**src/rtl/memory_map_bank_controller_unit_assert.svh**
```systemverilog
// Assertion macros shared by the bus controller.
`ifndef MEMORY_MAP_BANK_CONTROLLER_UNIT_ASSERT_SVH
`define MEMORY_MAP_BANK_CONTROLLER_UNIT_ASSERT_SVH

// The consequent must hold in the same cycle as the antecedent.
`define MMBC_ASSERT_SAME(label, clk, rst, ante, cons) \
   label: assert property (@(posedge clk) disable iff (rst) (ante) |-> (cons)) \
      else $error("mmbc: same-cycle check failed");

// The consequent must hold in the cycle after the antecedent.
`define MMBC_ASSERT_NEXT(label, clk, rst, ante, cons) \
   label: assert property (@(posedge clk) disable iff (rst) (ante) |=> (cons)) \
      else $error("mmbc: next-cycle check failed");

`endif

```
**src/rtl/mmbc_pkg.sv**
```systemverilog
package mmbc_pkg;

   localparam int BOOT_BYTES     = 256;
   localparam int ROM_BANK_BYTES = 16384;
   localparam int STORE_DEPTH    = BOOT_BYTES + 65536;
   localparam int STORE_AW       = $clog2(STORE_DEPTH);

   localparam logic [7:0]  KIND_MBC1     = 8'h01;
   localparam logic [15:0] BOOT_EXIT_PC  = 16'h0100;
   localparam logic [15:0] IRQ_EN_ADDR   = 16'hFFFF;
   localparam logic [15:0] ECHO_LO       = 16'hC000;
   localparam logic [15:0] ECHO_HI       = 16'hFE00;
   localparam logic [15:0] WRAM_MASK     = 16'h1FFF;
   localparam logic [4:0]  BANK_LOW_MASK = 5'h1F;
   localparam logic [3:0]  RAM_EN_KEY    = 4'hA;

   typedef enum logic [1:0] {
      FUNC_READ    = 2'd0,
      FUNC_WRITE   = 2'd1,
      FUNC_PRELOAD = 2'd2,
      FUNC_NONE    = 2'd3
   } func_type;

   // Controller registers that change per transaction.
   typedef struct packed {
      logic       in_boot;
      logic [6:0] prg_bank;
      logic [1:0] sram_bank;
      logic       ram_en;
      logic       mode;
      logic [7:0] irq_en;
   } ctrl_type;

   // What the decoder asks of the store and the result stage.
   typedef struct packed {
      ctrl_type              ctrl_next;
      logic                  mem_we;
      logic [STORE_AW-1:0]   mem_waddr;
      logic                  mem_re;
      logic [STORE_AW-1:0]   mem_raddr;
      logic                  use_mem;
      logic [7:0]            alt_byte;
   } decode_type;

endpackage

```
**src/rtl/mmbc_decode.sv**
```systemverilog
module mmbc_decode (
   input  logic [1:0]                         func,
   input  logic [15:0]                        bus_address,
   input  logic [7:0]                         write_byte,
   input  logic [15:0]                        cpu_pc,
   input  logic [16:0]                        store_index,
   input  logic [7:0]                         cartridge_kind,
   input  mmbc_pkg::ctrl_type                 ctrl,
   output mmbc_pkg::decode_type               dec
);

   logic                          hole;
   logic                          mbc1;
   logic                          boot_after;
   logic                          below_boot;
   logic [mmbc_pkg::STORE_AW-1:0] flat;
   logic [4:0]                    low_bank;
   logic [15:0]                   wram_off;

   always_comb begin
      hole = (bus_address >= 16'hFEA0 && bus_address < 16'hFF00) ||
             (bus_address >= 16'hFF01 && bus_address < 16'hFF04) ||
             (bus_address >= 16'hFF08 && bus_address < 16'hFF0F) ||
             (bus_address >= 16'hFF10 && bus_address < 16'hFF40);
      mbc1 = (cartridge_kind == mmbc_pkg::KIND_MBC1);

      // Work RAM and its echo share one copy in the store.
      wram_off = bus_address & mmbc_pkg::WRAM_MASK;
      if (bus_address >= mmbc_pkg::ECHO_LO && bus_address < mmbc_pkg::ECHO_HI) begin
         flat = mmbc_pkg::STORE_AW'(mmbc_pkg::BOOT_BYTES) +
                mmbc_pkg::STORE_AW'(mmbc_pkg::ECHO_LO) +
                mmbc_pkg::STORE_AW'(wram_off);
      end else begin
         flat = mmbc_pkg::STORE_AW'(mmbc_pkg::BOOT_BYTES) +
                mmbc_pkg::STORE_AW'(bus_address);
      end

      boot_after = ctrl.in_boot && (cpu_pc < mmbc_pkg::BOOT_EXIT_PC);
      below_boot = (mmbc_pkg::STORE_AW'(bus_address) <
                    mmbc_pkg::STORE_AW'(mmbc_pkg::BOOT_BYTES));
      low_bank   = write_byte[4:0] & mmbc_pkg::BANK_LOW_MASK;
      if (low_bank == 5'd0) begin
         low_bank = 5'd1;
      end

      dec.ctrl_next = ctrl;
      dec.mem_we    = 1'b0;
      dec.mem_waddr = flat;
      dec.mem_re    = 1'b0;
      dec.mem_raddr = flat;
      dec.use_mem   = 1'b0;
      dec.alt_byte  = 8'd0;

      case (mmbc_pkg::func_type'(func))
         mmbc_pkg::FUNC_READ: begin
            dec.ctrl_next.in_boot = boot_after;
            dec.mem_re = 1'b1;
            if (boot_after && below_boot) begin
               dec.mem_raddr = mmbc_pkg::STORE_AW'(bus_address);
            end
            if (hole) begin
               dec.alt_byte = 8'd0;
            end else if (bus_address == mmbc_pkg::IRQ_EN_ADDR) begin
               dec.alt_byte = ctrl.irq_en;
            end else begin
               dec.use_mem = 1'b1;
            end
         end
         mmbc_pkg::FUNC_WRITE: begin
            if (!hole) begin
               if (!bus_address[15]) begin
                  case (bus_address[14:13])
                     2'd0: begin
                        if (mbc1) begin
                           dec.ctrl_next.ram_en = (write_byte[3:0] == mmbc_pkg::RAM_EN_KEY);
                        end
                     end
                     2'd1: begin
                        if (mbc1) begin
                           dec.ctrl_next.prg_bank = {ctrl.prg_bank[6:5], low_bank};
                        end
                     end
                     2'd2: begin
                        if (mbc1) begin
                           dec.ctrl_next.sram_bank = write_byte[1:0];
                        end else begin
                           dec.ctrl_next.prg_bank = {write_byte[1:0], ctrl.prg_bank[4:0]};
                        end
                     end
                     default: begin
                        if (mbc1) begin
                           dec.ctrl_next.mode = write_byte[0];
                        end
                     end
                  endcase
               end else if (bus_address == mmbc_pkg::IRQ_EN_ADDR) begin
                  dec.ctrl_next.irq_en = write_byte;
               end else begin
                  dec.mem_we = 1'b1;
               end
            end
         end
         mmbc_pkg::FUNC_PRELOAD: begin
            dec.mem_waddr = store_index;
            dec.mem_we = (store_index < mmbc_pkg::STORE_AW'(mmbc_pkg::STORE_DEPTH));
         end
         default: begin
            dec.mem_we = 1'b0;
         end
      endcase
   end

endmodule
```
**config.mk**
```make
export PLATFORM = sky130hd
export DESIGN_NAME = mmbc_decode
export DESIGN_NICKNAME = d
export VERILOG_FILES = /design/src/rtl/memory_map_bank_controller_unit_assert.svh /design/src/rtl/mmbc_pkg.sv /design/src/rtl/mmbc_decode.sv
export SDC_FILE = /design/constraint.sdc
export NUM_CORES = 1
export LEC_CHECK = 0
export BUFFER_PORTS_ARGS = -buffer_cell sky130_fd_sc_hd__buf_4
export CAP_MARGIN = 10
export CORE_MARGIN = 2
export CORE_UTILIZATION = 29
export DETAILED_ROUTE_END_ITERATION = 12
export GPL_ROUTABILITY_DRIVEN = 0
export PLACE_DENSITY = 0.7
export SYNTH_ARGS = -nofsm -noshare
export SYNTH_HDL_FRONTEND = slang
export SYNTH_SLANG_ARGS = --single-unit
```
**constraint.sdc**
```tcl
create_clock -name vclk -period 3.7
set_input_delay 0.37 -clock vclk [all_inputs]
set_output_delay 0.37 -clock vclk [all_outputs]
set_load 0.05 [all_outputs]
```
==> flow_summary.ini, run 1 <==
[cells_and_area]
fin_cells = 354
fillers = 441
num_antenna_cells = 0
fin_nets = 401
drive_above_1_share = 0.553
seq_cells = 0
seqCellArea_um2 = 0
final.clkbuf_count = 0
synthToLayoutAreaGrowth_pct = 83.3
post-route-util = 0.543
final_area_um2 = 2320

[detailed_routing]
ant_nets = 0
post-route-drc-count = 0
wire_per_inst_um = 13.8
initialDrtViolationCount = 44
first_pass_iters = 4
vias_per_cell = 5.17
totalWireLength_um = 4880
num_vias = 1831

[cts]
ctsHoldBuffers = 0
post_cts_buffers = 0
cts.repair.resized = 0

[sta]
tightest_slew_ns = 0.857
worst_slack_ns = 1.18
holdWs_ns = 1.03
slew_violations = 0
setup_viol = 0
fin_tns_setup_ns = 0
fmax_ghz = 0.396
finalCriticalPeriod_ns = 2.52
slew_headroom = 0.428
period_share = 0.682
rsz0062_at_grt = false
hold_viol = 0

[hold_path]
holdPathStages = 2
hp-class = primary input to output pin
worst_hold_startpoint = bus_address[2]
holdPathEnd = dec[11]

[yosys]
ys_top_cells_by_area = mux2_2 (17%), ha_1 (9.9%), mux2_1 (7.1%)
ys_seq_area_frac = 0
ys_top_cells_by_count = mux2_2 (19), nand3_1 (17), nand2_1 (11), and3_1 (10), ha_1 (10)
synth_most_common_cell = mux2_2
synth_warnings = 0
postSynthAreaPerCell_um2 = 7.22
synth_top_cell_area_share = 0.169
synth_area_leader_cell = mux2_2
synth_fp_nets = 272
yosysUniqueCellTypes = 44
synth_cells = 175
synth_area_um2 = 1260

[grt]
grt_pass1_wl_um = 7630
grt_overflow_total = 0
grt_max_degree = 21
antenna_found_initial = 0
grt_usage = 0.181
grt_pass1_vias = 1684

[worst_setup_path]
worstPathArrival_ns = 2.15
start_kind = primary input
crit_path_end_kind = output pin
critical_path_required_ns = 3.33
path_max_fanout = 6
crit_chain = buf_4 > or4b_1 > or4_4 > a22oi_4 > o211ai_1 > buf_4
slowest_delay_ns = 0.51
slowest_stage = or4b_1
crit_type = primary input to output pin
cp_common_cell = buf_4

[floorplan]
fp.coreArea_um2 = 4260
dieArea_um2 = 4900
start_util = 0.296
num_io_pins = 152
rows = 24
die_x_um = 70.0
die-height_um = 70.0

[pwr]
vdd_drop_max_mv = 0.115
p_total_mw = 0.379
power_density_nw_per_um2 = 164
leakagePower_nw = 1.18

[placement]
io_buffers = 144
detailed_place_hpwl_um = 4160
dpl-instance-area_um2 = 2320
dp_cells = 354
place_ws_ns = 1.15

[job]
cap_viol_max_count = 0

[status]
status = finished, final reports clean
[critical path, delay by kind of cell]
| kind | cells | cell delay, ns |
|---|---|---|
| simple gates | 2 | 1.01 |
| compound gates | 2 | 0.43 |
| buf+inv | 2 | 0.33 |
[area by class of cell]
class              count  area, µm²  area share
multi-input cells    149       1140       0.491
repair buffers       144       1080       0.467
inverters              9       33.8      0.0146
well taps             52       65.1      0.0281
[metal layers]
| layer | vias up | part of all wire | track usage |
|---|---|---|---|
| met5 | - | 0 | 0 |
| met1 | 810 | 0.40 | 0.227 |
| met4 | 0 | 0.00041 | 0 |
| li1 | 904 | - | - |
| met3 | 2 | 0.11 | 0.0245 |
| met2 | 115 | 0.49 | 0.346 |
[worst max path at each step]
| stage | startpoint | to |
|---|---|---|
| after floorplan | bus_address[8] | dec[8] |
| after global placement | bus_address[0] | dec[57] |
| after detailed placement | bus_address[0] | dec[57] |
| after CTS | bus_address[0] | dec[57] |
| after global routing | bus_address[0] | dec[57] |
| final | bus_address[0] | dec[57] |
[report_power, final]
group          switching, mW  internal (mW)
sequential                 0              0
clock                      0              0
combinational          0.234          0.145
total                  0.234          0.145
[logic make-up after synthesis]
logic type	count (synthesis)	synth area share
mux	29	0.256
buf+inv	26	0.101
xor+xnor	5	0.0347
simple gates	75	0.336
fa+ha+maj	10	0.0990
compound gates	30	0.173
[cell usage in the layout, fill, tap and decap left out, types with 2 or more instances in the layout]
cell	count
buf_4	144
mux2_2	19
nand3_1	17
nand2_1	11
and3_1	10
ha_1	10
inv_1	9
nor2_1	8
mux2_1	8
nor4_1	6
nand4_1	5
o21ai_0	5
xnor2_1	5
o21ai_1	5
nor3_1	3
and2_1	3
a22oi_1	3
and4_1	2
a21oi_1	2
nor4b_1	2
o211ai_1	2
mux2i_1	2
Note: power is estimated with default switching activity, not from simulation.
==> run 2, diff against run 1 <==
ABC_AREA = 1   (was not set)
PLACE_DENSITY = 0.68   (was 0.7)
clock period = 2.2 ns   (was 3.7 ns; I/O delays follow)
==> flow_summary.ini, run 2 <==
[floorplan]
rows = 26
die_x_um = 76.0
num_io_pins = 152
dieArea_um2 = 5780
die-height_um = 76.0
fp.coreArea_um2 = 5040
start_util = 0.299

[sta]
slew_headroom = 0.719
setup_viol = 0
hold_viol = 0
period_share = 0.838
finalCriticalPeriod_ns = 1.84
slew_violations = 0
holdWs_ns = 0.720
tightest_slew_ns = 0.421
fmax_ghz = 0.542
fin_tns_setup_ns = 0
rsz0062_at_grt = false

[pwr]
clkPwrFrac = 0
power_density_nw_per_um2 = 267
internal-power_mw = 0.246
leakagePower_nw = 1.59
switching_share = 0.647
vdd_drop_max_mv = 0.156
power.switching_mw = 0.452
p_seq_frac = 0
combPwrFrac = 1.000
p_total_mw = 0.698

[yosys]
ys_seq_area_frac = 0
synth_cells = 314
ys_top_cells_by_count = nand2_1 (120), inv_1 (50), o21ai_0 (29), nor2_1 (27), nand3_1 (20)
synth_area_leader_cell = nand2_1
synth_area_um2 = 1510
synth_fp_nets = 411
postSynthAreaPerCell_um2 = 4.79
yosysUniqueCellTypes = 34
ys_top_cells_by_area = nand2_1 (30%), inv_1 (12%), o21ai_0 (9.6%)
synth_most_common_cell = nand2_1
synth_top_cell_area_share = 0.299
synth_warnings = 0

[cells_and_area]
num_antenna_cells = 0
final_common_cell = buf_4
final.clkbuf_count = 0
drive_above_1_share = 0.374
seqCellArea_um2 = 0
multi_input_area_um2 = 1210
final_cell_mix = buf_4 (147), nand2_1 (120), inv_1 (50)
synthToLayoutAreaGrowth_pct = 73.7
fillers = 569
fin_nets = 545
seq_cells = 0

[detailed_routing]
first_pass_iters = 5
initialDrtViolationCount = 59
totalWireLength_um = 5530
wire_per_inst_um = 10.7
vias_per_cell = 4.47
ant_nets = 0
post-route-drc-count = 0
num_vias = 2309

[cts]
cts.repair.resized = 0
ctsHoldBuffers = 0
post_cts_buffers = 0

[grt]
grt_pass1_wl_um = 9590
antenna_found_initial = 0
use_met2 = 0.374
grt_busiest_layer = met2
met3_usage = 0.0201
grt_overflow_total = 0
grt_pass1_vias = 2253
grt_max_degree = 25
grt_usage = 0.186
grt_util_met1 = 0.219

[worst_setup_path]
crit_path_end_kind = output pin
critical_path_required_ns = 1.98
path_max_fanout = 8
start_kind = primary input
worstPathArrival_ns = 1.62
crit_type = primary input to output pin

[status]
status = finished, final reports clean

[placement]
detailed_place_hpwl_um = 4760
io_buffers = 144

[job]
cap_viol_max_count = 0

[hold_path]
hp-class = primary input to output pin
[run 2: cell count changes after synthesis, moves of 4 or more]
| cell | previous run | this run |
|---|---|---|
| and3_1 | 10 | 1 |
| clkbuf_1 | 9 | 3 |
| inv_1 | 9 | 50 |
| mux2_1 | 8 | 0 |
| mux2_2 | 19 | 0 |
| nand2_1 | 11 | 120 |
| nand2_2 | 0 | 5 |
| nor2_1 | 8 | 27 |
| o21ai_0 | 5 | 29 |
| o21ai_1 | 5 | 1 |
| o21ai_2 | 0 | 5 |
| xnor2_1 | 5 | 1 |
[run 2: metrics by stage]
step / setup WS [ns] / std cells / instance area, µm² / utilization
after floorplan: -0.151 / 314 / 1520 / -
after global placement: 0.346 / 516 / 2620 / 0.519
after detailed placement: 0.348 / 516 / 2620 / 0.519
after CTS: 0.338 / 516 / 2620 / 0.519
after global routing: 0.159 / 516 / 2620 / 0.519
final: 0.356 / 516 / 2620 / 0.519
[run 2: cell type report]
class | count | area share
Multi-Input combinational cell | 244 | 0.465
Timing Repair Buffer | 147 | 0.422
Inverter | 55 | 0.0799
Tap cell | 70 | 0.0335
[run 2: worst paths after layout]
path,start,end,depth (start not counted)
worst max-delay path,bus_address[8],dec[0],11
worst min-delay path,bus_address[3],dec[12],2
[run 2: cells by family (layout without fill, tap and decap cells)]
logic type | count (synthesis) | after routing | synth area share
AND/OR/NAND/NOR | 187 | 187 | 0.528
buffers and inverters | 70 | 202 | 0.203
AO/OA/AOI/OAI | 44 | 44 | 0.169
adder cells (fa/ha/maj) | 10 | 10 | 0.0831
XOR/XNOR | 3 | 3 | 0.0175
[run 2: worst max-delay path: stages]
cell and delay [ns]:
buf_4 0.13, ha_1 0.18, inv_1 0.07, nor2_4 0.16, nand2_2 0.10, clkinv_2 0.06, nand2_2 0.06, clkinv_2 0.09
nand2_1 0.18, nor2_1 0.15, buf_4 0.21
[run 2: power groups by stage]
| stage | clock network [mW] | registers (mW) | logic, mW |
|---|---|---|---|
| 2_1_floorplan | 0 | 0 | 0.430 |
| 3_3_place_gp | 0 | 0 | 0.696 |
| 3_5_place_dp | 0 | 0 | 0.700 |
| 4_1_cts | 0 | 0 | 0.702 |
| 5_1_grt | 0 | 0 | 0.749 |
| 6_report | 0 | 0 | 0.698 |
[run 2: metal layers]
layer,wire [µm],vias to the layer above
li1,-,1236
met1,2310,990
met2,2810,81
met3,389,2
met4,20,0
met5,0,-
